## src/servo_pd_steering_defines.svh

```systemverilog
// Assertion macros shared by the steering controller modules.
`ifndef SERVO_PD_STEERING_DEFINES_SVH
`define SERVO_PD_STEERING_DEFINES_SVH
`ifndef SYNTHESIS
`define SPD_ASSERT(lbl, clk, rst, prop) \
   lbl: assert property (@(posedge clk) disable iff (rst) prop) \
      else $error("servo_pd_steering: check failed");
`define SPD_ASSERT_ALWAYS(lbl, clk, prop) \
   lbl: assert property (@(posedge clk) prop) \
      else $error("servo_pd_steering: check failed");
`else
`define SPD_ASSERT(lbl, clk, rst, prop)
`define SPD_ASSERT_ALWAYS(lbl, clk, prop)
`endif
`endif

```

## src/spd_pkg.sv

```systemverilog
// Shared types, constants and fixed-point helpers of the steering controller.
package spd_pkg;

   localparam int REQ_DATA_W = 32;
   localparam int REQ_USER_W = 2;
   localparam int RSP_DATA_W = 24;
   localparam int CSR_IDX_W  = 3;
   localparam int CSR_DATA_W = 16;

   localparam int GAIN_KNEE_DEFAULT        = 10;
   localparam int STOP_HOLD_FRAMES_DEFAULT = 150;

   // run state codes carried in the kind field
   localparam logic [1:0] KIND_RUN  = 2'd0;
   localparam logic [1:0] KIND_STOP = 2'd1;

   typedef enum logic [CSR_IDX_W-1:0] {
      REG_CENTER_DUTY,
      REG_LEFT_LIMIT,
      REG_RIGHT_LIMIT,
      REG_QUAD_GAIN,
      REG_BASE_GAIN,
      REG_D_GAIN,
      REG_D_WEIGHT,
      REG_RIGHT_SCALE
   } reg_idx_type;

   typedef enum logic [3:0] {
      ST_IDLE,
      ST_SQUARE,
      ST_WEIGHT,
      ST_GAIN,
      ST_PROP,
      ST_LIMIT,
      ST_SCALE,
      ST_NORM,
      ST_OFFSET,
      ST_RESULT
   } state_type;

   // one strobe per datapath step
   typedef struct packed {
      logic load;
      logic square;
      logic weight;
      logic gain;
      logic prop;
      logic limit;
      logic scale;
      logic norm;
      logic offset;
      logic result;
   } cmd_type;

   // register file as seen by the datapath; Q16 factors are formed at write time
   typedef struct packed {
      logic [15:0] center_duty;
      logic [15:0] left_limit;
      logic [15:0] right_limit;
      logic [18:0] quad_q;       // quad_gain / 10000, Q16
      logic [21:0] base_q;       // base_gain / 10, Q16
      logic [11:0] d_gain;
      logic [16:0] weight_q;     // d_weight / 10, Q16
      logic [17:0] weight_rest;  // 1 - weight_q, two's complement
      logic [17:0] scale_q;      // right_scale / 100, Q16
   } cfg_type;

   localparam cfg_type CFG_RESET = '{
      center_duty: 16'd3550,
      left_limit:  16'd2800,
      right_limit: 16'd4350,
      quad_q:      19'd0,
      base_q:      22'd0,
      d_gain:      12'd0,
      weight_q:    17'd65536,
      weight_rest: 18'd0,
      scale_q:     18'd65536
   };

   // floor(q * 65536 / 10000): reciprocal estimate, then one correction step
   function automatic logic [18:0] quad_q16(input logic [15:0] q);
      logic [34:0] prod;
      logic [18:0] est;
      logic [28:0] num;
      logic [28:0] back;
      logic [28:0] rem;
      prod = {19'd0, q} * 35'd429496;
      est  = prod[34:16];
      num  = {1'b0, q, 12'd0};
      back = {10'd0, est} * 29'd625;
      rem  = num - back;
      quad_q16 = (rem >= 29'd625) ? est + 19'd1 : est;
   endfunction

   // floor(b * 65536 / 10)
   function automatic logic [21:0] tenth_q16(input logic [8:0] b);
      logic [31:0] prod;
      logic [21:0] est;
      logic [23:0] num;
      logic [23:0] back;
      logic [23:0] rem;
      prod = {23'd0, b} * 32'd6710886;
      est  = prod[31:10];
      num  = {b, 15'd0};
      back = {2'd0, est} * 24'd5;
      rem  = num - back;
      tenth_q16 = (rem >= 24'd5) ? est + 22'd1 : est;
   endfunction

   // floor(r * 65536 / 100)
   function automatic logic [17:0] pct_q16(input logic [7:0] r);
      logic [27:0] prod;
      logic [17:0] est;
      logic [21:0] num;
      logic [21:0] back;
      logic [21:0] rem;
      prod = {20'd0, r} * 28'd671088;
      est  = prod[27:10];
      num  = {r, 14'd0};
      back = {4'd0, est} * 22'd25;
      rem  = num - back;
      pct_q16 = (rem >= 22'd25) ? est + 18'd1 : est;
   endfunction

endpackage

```

## src/spd_ctrl.sv

```systemverilog
// Step sequencer and output handshake of the steering controller.
`include "servo_pd_steering_defines.svh"
module spd_ctrl (
   input  logic             clock,
   input  logic             reset,
   input  logic             req_tvalid,
   output logic             req_tready,
   output logic             rsp_tvalid,
   input  logic             rsp_tready,
   output spd_pkg::cmd_type cmd
);
   import spd_pkg::*;

   state_type state_ff, state_in;
   logic      rsp_tvalid_ff, rsp_tvalid_in;
   logic      slot_free;

   assign slot_free = !rsp_tvalid_ff || rsp_tready;

   always_comb begin
      state_in      = state_ff;
      cmd           = '0;
      req_tready    = 1'b0;
      rsp_tvalid_in = rsp_tvalid_ff && !rsp_tready;
      case (state_ff)
         ST_IDLE: begin
            req_tready = 1'b1;
            if (req_tvalid) begin
               cmd.load = 1'b1;
               state_in = ST_SQUARE;
            end
         end
         ST_SQUARE: begin
            cmd.square = 1'b1;
            state_in   = ST_WEIGHT;
         end
         ST_WEIGHT: begin
            cmd.weight = 1'b1;
            state_in   = ST_GAIN;
         end
         ST_GAIN: begin
            cmd.gain = 1'b1;
            state_in = ST_PROP;
         end
         ST_PROP: begin
            cmd.prop = 1'b1;
            state_in = ST_LIMIT;
         end
         ST_LIMIT: begin
            cmd.limit = 1'b1;
            state_in  = ST_SCALE;
         end
         ST_SCALE: begin
            cmd.scale = 1'b1;
            state_in  = ST_NORM;
         end
         ST_NORM: begin
            cmd.norm = 1'b1;
            state_in = ST_OFFSET;
         end
         ST_OFFSET: begin
            cmd.offset = 1'b1;
            state_in   = ST_RESULT;
         end
         ST_RESULT: begin
            // wait here while the previous result is still unclaimed
            if (slot_free) begin
               cmd.result    = 1'b1;
               rsp_tvalid_in = 1'b1;
               state_in      = ST_IDLE;
            end
         end
         default: begin
            state_in = ST_IDLE;
         end
      endcase
   end

   always_ff @(posedge clock) begin
      if (reset) begin
         state_ff      <= ST_IDLE;
         rsp_tvalid_ff <= 1'b0;
      end else begin
         state_ff      <= state_in;
         rsp_tvalid_ff <= rsp_tvalid_in;
      end
   end

   assign rsp_tvalid = rsp_tvalid_ff;

   `SPD_ASSERT(a_accept_starts, clock, reset, (req_tvalid && req_tready) |=> (state_ff == ST_SQUARE))
   `SPD_ASSERT(a_result_posts, clock, reset, (state_ff == ST_RESULT && slot_free) |=> (rsp_tvalid_ff && state_ff == ST_IDLE))
   `SPD_ASSERT_ALWAYS(a_reset_clears, clock, reset |=> (state_ff == ST_IDLE && !rsp_tvalid_ff))

endmodule
```

## config.mk

```make
export PLATFORM = sky130hd
export DESIGN_NAME = spd_ctrl
export DESIGN_NICKNAME = d
export VERILOG_FILES = /design/src/spd_pkg.sv /design/src/spd_ctrl.sv
export VERILOG_INCLUDE_DIRS = /design/src /design/src/src
export SDC_FILE = /design/constraint.sdc
export NUM_CORES = 1
export LEC_CHECK = 0
export ABC_CLOCK_PERIOD_IN_PS = 1100
export BUFFER_PORTS_ARGS = -buffer_cell sky130_fd_sc_hd__buf_4
export CORE_AREA = 3 3 40 42
export CTS_BUF_LIST = sky130_fd_sc_hd__clkbuf_4
export DETAILED_ROUTE_END_ITERATION = 6
export DIE_AREA = 0 0 43 45
export SYNTH_ARGS = -nofsm -noshare
export SYNTH_HDL_FRONTEND = slang
export SYNTH_SLANG_ARGS = --single-unit
export TNS_END_PERCENT = 10
```

## constraint.sdc

```tcl
create_clock -name clock -period 1.1 [get_ports clock]
set_input_delay 0.11 -clock clock [delete_from_list [all_inputs] [get_ports clock]]
set_output_delay 0.11 -clock clock [all_outputs]
set_load 0.01 [all_outputs]
```

Word level (Yosys, flattened, before mapping)
Cells that the tools add are included.

Reductions and logical operators: 6. Muxes and demuxes: 18. Equality and inequality tests: 11.

Operator list (count): case mux 4 bit (10 select lines) (1); == test 4 x 3 -> 1 bit (second input constant) (4); two-way mux 1 bit (15); == test 4 x 2 -> 1 bit (second input constant) (2); == test 4 bit (second input constant) (2); two-way mux 4 bit (2); == test 4 x 1 -> 1 bit (second input constant) (1); zero test 4 bit (1); != test 2 bit (second input constant) (2); zero test 1 bit (2); AND reduction 2 bit (1); logical AND 1 bit (1); logical OR 1 bit (1).

Word-level logic and storage cells: 37. Bits of input ports: 4. Register bits after elaboration: 5. Output and inout port bits: 12.

Logic depth before layout (Yosys ltp)
Gate-level depths: netlist (run 1).

Depth after elaboration: 4. Depth in mapped cells: 4. Gate-level depth less buffers: 3.

Worst setup path before layout (run 1)
OpenSTA, ideal clock, no wires.

Kind: reg-to-reg. Start point: register state_ff[1]. End point: register state_ff[0]. Library setup time: 0.125 ns. Data arrival time: 0.980 ns. Data required time: 0.975 ns. Path slack: -0.005 ns. Cell stages (with the launch flop): 4. Cell sequence: dfxtp_1 -> nor4_2 -> a21o_1 -> a221oi_2.

Word-level cells in the longest chain between the ends: 3. Elaborated cells on any way between the ends: 14. Those cells by class: eq/ne (11); mux (1); reduce/logical (2).

Ends and longest elaborated chain: from (decl) (RTL line spd_ctrl.sv:14) `state_type state_ff, state_in;`; from (signal assigned) (RTL line spd_ctrl.sv:84) `state_ff <= state_in;`; == test 4 bit or zero test 4 bit (tied branches) (RTL line spd_ctrl.sv:25) `case (state_ff)`; != test 2 bit (no line); AND reduction 2 bit (no line).

Parallel ways exist; a longest one is shown, timed or not. A chain may end at the register's enable or synchronous reset.

==> results of run 1 <==
## metrics by stage
step	total power, mW	instances	cell area, µm²	worst slack (ns)	hold WS, ns
4_1_cts	0.747	85	588	-0.256	0.0259
3_5_place_dp	0.497	81	528	-0.0376	0.305
2_1_floorplan	0.355	41	323	-0.000335	0.182
5_1_grt	0.795	85	601	-0.314	0.0272
3_3_place_gp	0.495	81	528	-0.0162	0.306
6_report	0.734	85	601	-0.224	0.0369
## registers in the layout (all words and copies together), names as in the netlist
register,cells
state_ff,4
rsp_tvalid,1
## report_power, final
| group | total, mW | switching (mW) | leakage [nW] | internal, mW |
|---|---|---|---|---|
| Clock | 0.220 | 0.0880 | 0.0177 | 0.132 |
| Sequential | 0.230 | 0.0317 | 0.0433 | 0.199 |
| Combinational | 0.284 | 0.123 | 0.232 | 0.161 |
## repair_timing
item,in CTS,in global routing
pin swaps,1,0
hold buffers,0,0
gates resized for setup,11,4
endpoints found under the setup margin,13,13
## layout make-up
| class | count | area, µm² |
|---|---|---|
| sequential | 5 | 113 |
| inverter | 4 | 15.0 |
| multi-input combinational | 30 | 224 |
| clock buffer | 3 | 22.5 |
| timing repair buffer | 27 | 203 |
| tap | 15 | 18.8 |
| fill | 137 | 684 |
| clock inverter | 1 | 5.00 |
## cell families after synthesis
kind of cell | Yosys count
AND/OR/NAND/NOR | 23
buffers and inverters | 6
AO/OA/AOI/OAI | 5
XOR/XNOR | 2
flip-flops | 5
## path summary, 6_finish.rpt
check / from / end / slack (ns) / cells past startpoint
max: state_ff[0] / cmd[9] / -0.22 / 3
min: reset / state_ff[1] / 0.04 / 2
max reg2reg: state_ff[0] / state_ff[3] / 0.04 / 3
min reg2reg: state_ff[3] / state_ff[3] / 0.57 / 2
## layer usage
layer,vias up,GRT usage (%)
met3,0,2.79
met4,0,7.23
met1,169,10.6
met5,-,0
met2,9,17.1
li1,196,-
## cell usage in the layout, fill, tap and decap left out
master	n
a21o_1	1
a21oi_2	1
a221oi_2	1
a31oi_1	1
and2_1	1
buf_4	27
clkbuf_4	3
clkinv_2	1
dfxtp_1	1
dfxtp_2	1
dfxtp_4	3
inv_1	3
inv_2	1
nand2_1	4
nand2b_1	2
nand2b_2	1
nor2_1	3
nor2_2	2
nor2_4	1
nor2b_1	1
nor3_1	2
nor3_2	4
nor4_4	1
o211ai_1	1
or2_1	1
xnor2_1	1
xor2_1	1
==> reports/qor.csv, run 1 <==
stage,metric,value,unit
routing,WL/cell,10.0,µm
sta,final worst slack,-0.224,ns
sta,setup TNS,-1.37,ns
grt,GRT Total Usage,9.99,%
place,GP Congestion,0.750,
routing,WL met3,52,µm
synthesis,adder-cell share of the synthesized area,0,%
worst_setup_path,crit path cell chain,nor4_4 > and2_1 > buf_4,
sta,final period utilization,120,%
die,io pins,16,
synthesis,syn_nets,45,
synthesis,sequential cell area fraction in the yosys report,31.9,%
synthesis,synthesized flop and latch total,5,
synthesis,Synth Area in Compound Gates,14.3,%
routing,Via Count,374,
worst_setup_path,WP data required,0.99,ns
synthesis,number of synthesized flops with an enable pin,0,
sta,Rel. slew slack,79.9,%
grt,pin count of the biggest net entering global routing,7,
grt,total grt overflow,0,
clock_tree,clk slew on worst S/H paths,0.05,ns
worst_setup_path,Worst Setup Start Kind,flip-flop,
grt,initial antenna violation count,0,
clock_tree,TritonCTS Buffers,3,
synthesis,post-synth cell types,21,
sta,RSZ-0062 raised after global routing,true,
power,VDD IR max,614,µV
clock_tree,clk_lat worst skew,0.25,ns
synthesis,synthesized area per cell,7.66,µm²
cells_and_area,ANT cells,0,
clock_tree,CTS Sinks,5,
synthesis,YS warnings,0,
sta,slew of the pin with the lowest slew margin,0.301,ns
place,post-DP HPWL,675,µm
min_path,HP Class,in2reg,
sta,final hold violation count,0,
sta,f_max,755,MHz
power,PD cells,1220,nW/µm²
routing,initial DRC count,2,
clock_tree,post-CTS setup buffers,0,
synthesis,"Primary FF master, synth",dfxtp_1,
clock_tree,clk buf depth,2,
synthesis,Yosys top cell by area,dfxtp_1,
die,FP Rows,13,
sta,Setup Skew,0.00963,ns
worst_setup_path,Arrival @ worst endpoint,1.21,ns
synthesis,XOR/XNOR Fraction of Synth Area,5.58,%
routing,met1 wire length,353,µm
die,die area,1940,µm²
synthesis,synthesized instance count,41,
power,P_leak,0.293,nW
cells_and_area,fin nets,75,
worst_setup_path,critical path capture point type,output pin,
synthesis,simple-gate share of the synthesized area,38.2,%
routing,total wire length,851,µm
grt,first-pass GRT wire length,1400,µm
worst_setup_path,CP top delay family,simple AND/OR/NAND/NOR gates,
clock_tree,H-tree levels,1,
clock_tree,CTS tree,built,
synthesis,Synth area leaders,"dfxtp_1 32%, nor3_1 9.6%, nor2_1 7.2%, a221oi_2 4.8%, nand2_1 4.8%",
run_status,violated checks,negative setup slack,
synthesis,Mapped Area,314,µm²
synthesis,mux cell area share after synthesis,0,%
routing,"antenna viol nets, final",0,
sta,crit path time final,1.32,ns
synthesis,largest family of logic cells by synthesized area,simple AND/OR/NAND/NOR gates,
worst_setup_path,Crit Path Class,reg2out,
routing,top sig layer,met3,
routing,DRC,0,
cells_and_area,layout cell share with drive strength beyond 1,67.1,%
sta,Final Setup Violations,11,
worst_setup_path,Buf/Inv on CP,1,
grt,vias in the first global route,369,
run_status,status,"complete, but fails checks",
die,CORE AREA,1280,µm²
synthesis,"FFs w/ async S/R, synth",0,%
routing,metal2 WL,445,µm
worst_setup_path,CP max FO,6,
sta,Max Slew Vio Count,0,
place,IO buf count,15,
worst_setup_path,max incr delay on CP,0.37,ns
synthesis,Synth top area share,31.9,%
routing,drt via density,4.40,
cells_and_area,Finished Core Util,46.7,%
die,die height,45,µm
die,Die X,43,µm
cells_and_area,P&R area growth vs syn,91.2,%
job,Max Cap Viol,0,
routing,first-pass iteration count of the detailed router,2,
die,Starting Density,24.4,%
clock_tree,root buffer cell,clkbuf_4,
synthesis,Post-synth top cells,"6 x nor2_1, 6 x nor3_1, 5 x dfxtp_1, 4 x nand2_1, 3 x inv_1",
worst_setup_path,Worst path slowest cell,dfxtp_4,
(Power assumes the default switching activity.)
==> run 2, diff against run 1 <==
--- a/config.mk
+++ b/config.mk
@@ -12,6 +12,7 @@
 export CTS_BUF_LIST = sky130_fd_sc_hd__clkbuf_4
 export DETAILED_ROUTE_END_ITERATION = 6
 export DIE_AREA = 0 0 43 45
+export PLACE_DENSITY = 0.55
 export SYNTH_ARGS = -nofsm -noshare
 export SYNTH_HDL_FRONTEND = slang
 export SYNTH_SLANG_ARGS = --single-unit
==> run 2 against run 1 <==
Critical path type unchanged. Routed wire length shrank 7.5%. The flow still finishes with violations (negative setup slack). Sequential cell count is the same. Worst hold slack gained 0.0081 ns. Power shrank 0.86%. Combinational power shrank 9.9%. Cell count shrank 3.5%. Critical path depth is the same. Final area shrank 5.4%. Sequential power is essentially flat.
==> reports/qor.csv, run 2 (same netlist as run 1, synthesis figures left out) <==
stage,metric,value,unit,change
worst_setup_path,Arrival @ worst endpoint,1.20,ns,about the same
routing,"antenna viol nets, final",0,,unchanged
die,die height,45,µm,unchanged
die,io pins,16,,unchanged
power,Combinational Power Share,35.1,%,-3.5 points
sta,crit path time final,1.31,ns,-0.0111 ns
sta,Final Setup Violations,11,,unchanged
clock_tree,H-tree levels,1,,unchanged
sta,f_max,762,MHz,+0.85%
worst_setup_path,WP data required,0.99,ns,about the same
sta,Setup Skew,0.00348,ns,-0.00615 ns
power,PD cells,1280,nW/µm²,+4.8%
cells_and_area,ANT cells,0,,unchanged
die,Die X,43,µm,unchanged
clock_tree,TritonCTS Buffers,3,,unchanged
clock_tree,clk_lat worst skew,0.24,ns,about the same
cells_and_area,Largest register FFs,4,,unchanged
cells_and_area,fillers,130,,-5.1%
clock_tree,post-CTS setup buffers,0,,unchanged
routing,first-pass iteration count of the detailed router,3,,+1
min_path,HP Class,in2reg,,
routing,Via Count,352,,-5.9%
power,Clk pwr share,33.1,%,+3.1 points
worst_setup_path,Crit Path Class,reg2out,,
run_status,violated checks,negative setup slack,,
grt,pin count of the biggest net entering global routing,7,,unchanged
sta,slew of the pin with the lowest slew margin,0.259,ns,-0.0415 ns
power,Psw,222,µW,-8.6%
sta,final hold violation count,0,,unchanged
grt,met3 GRT Util,4.78,%,+2.0 points
worst_setup_path,critical path capture point type,output pin,,
cells_and_area,layout cell share with drive strength beyond 1,64.2,%,-3.0 points
sta,final worst slack,-0.213,ns,+0.0111 ns
grt,GR peak layer,met1,,
grt,initial antenna violation count,0,,unchanged
power,register share of total power,31.8,%,+0.4 points
grt,met2 Use GR,11.7,%,-5.4 points
die,die area,1940,µm²,unchanged
grt,total grt overflow,0,,unchanged
clock_tree,CTS Sinks,5,,unchanged
grt,vias in the first global route,305,,-17%
cells_and_area,Finished Core Util,44.2,%,-2.5 points
job,Max Cap Viol,0,,unchanged
worst_setup_path,CP max FO,6,,unchanged
place,IO buf count,15,,unchanged
cells_and_area,area occupied by multi-input gates,216,µm²,-3.4%
cells_and_area,fin nets,72,,-4.0%
cells_and_area,Register Area,108,µm²,-4.4%
grt,GRT Total Usage,8.85,%,-1.1 points
cells_and_area,most frequent cells in the layout,"24 x buf_4, 5 x nor2_1, 4 x nand2_1, 4 x nor3_2, 4 x clkbuf_4",,
die,FP Rows,13,,unchanged
worst_setup_path,Worst Setup Start Kind,flip-flop,,
routing,initial DRC count,6,,+4
cells_and_area,post-route insts no fill,82,,-3.5%
cells_and_area,P&R area growth vs syn,80.9,%,
die,Starting Density,24.4,%,unchanged
routing,drt via density,4.29,,-2.4%
clock_tree,CTS tree,built,,
place,GP Congestion,0.802,,+6.9%
routing,WL/cell,9.60,µm,-4.1%
cells_and_area,"most common cell after layout, fill and taps aside",buf_4,,
die,CORE AREA,1280,µm²,unchanged
grt,met1 Resource Use GR,12.6,%,+2.0 points
run_status,status,"complete, but fails checks",,
power,switch share,30.4,%,-2.6 points
clock_tree,clk buf depth,2,,unchanged
place,Placed Instances,78,,-3.7%
routing,total wire length,787,µm,-7.5%
power,Int Power,506,µW,+2.9%
grt,first-pass GRT wire length,1290,µm,-7.9%
cells_and_area,Reg with most FFs,state_ff,,
sta,final period utilization,119,%,-1.0 points
power,VDD IR max,702,µV,+14%
sta,RSZ-0062 raised after global routing,true,,
clock_tree,clk slew on worst S/H paths,0.05,ns,about the same
power,P_leak,0.278,nW,-5.3%
routing,DRC,0,,unchanged
clock_tree,root buffer cell,clkbuf_4,,
place,post-DP HPWL,629,µm,-6.9%
sta,Rel. slew slack,82.6,%,+2.7 points
sta,Max Slew Vio Count,0,,unchanged
## run 2: final timing paths
path,cells past startpoint,slack [ns],end,startpoint
setup / recovery,3,-0.21,cmd[9],state_ff[3]
hold / removal,2,0.04,state_ff[2],reset
setup reg to reg,3,0.05,state_ff[0],state_ff[3]
hold reg to reg,1,0.52,state_ff[0],state_ff[3]
## run 2: per-layer routing
layer	vias up	wire length, µm
li1	187	-
met1	150	371
met2	15	333
met3	0	82
met4	0	0
met5	-	0
## run 2: power groups by stage
stage | clock network, mW | registers [mW] | logic [mW]
floorplan | 0 | 0.222 | 0.133
finish | 0.241 | 0.231 | 0.256
global placement | 0 | 0.229 | 0.248
CTS | 0.247 | 0.230 | 0.252
detailed placement | 0 | 0.229 | 0.249
global route | 0.265 | 0.236 | 0.281
## run 2: through the flow
| step | area, µm² | setup TNS [ns] | hold slack, ns | setup slack, ns | total power, mW |
|---|---|---|---|---|---|
| 2_1_floorplan | 323 | -0.000335 | 0.182 | -0.000335 | 0.355 |
| 3_3_place_gp | 505 | 0 | 0.312 | 0.00670 | 0.477 |
| 3_5_place_dp | 505 | 0 | 0.305 | 0.00783 | 0.478 |
| 4_1_cts | 543 | -1.54 | 0.0431 | -0.220 | 0.729 |
| 5_1_grt | 568 | -2.15 | 0.0472 | -0.265 | 0.782 |
| 6_report | 568 | -1.35 | 0.0450 | -0.213 | 0.728 |
## run 2: repair_timing
| item | 4_1_cts | 5_1_grt |
|---|---|---|
| gates cloned | 0 | 0 |
| gates resized for setup | 5 | 6 |
| hold buffers | 0 | 0 |
| pin swaps | 0 | 1 |
| endpoints found under the setup margin | 11 | 12 |
## run 2: worst max-delay path, stage by stage, from the launching register on
cell and delay [ns]:
dfxtp_2 0.35, nor4_4 0.33, and2_1 0.17, buf_4 0.11
## run 2: layout make-up
class	instances	area share, %
Clock buffer	4	5.29
Inverter	4	2.64
Multi-Input combinational cell	30	38.1
Sequential cell	5	18.9
Tap cell	15	3.30
Timing Repair Buffer	24	31.7
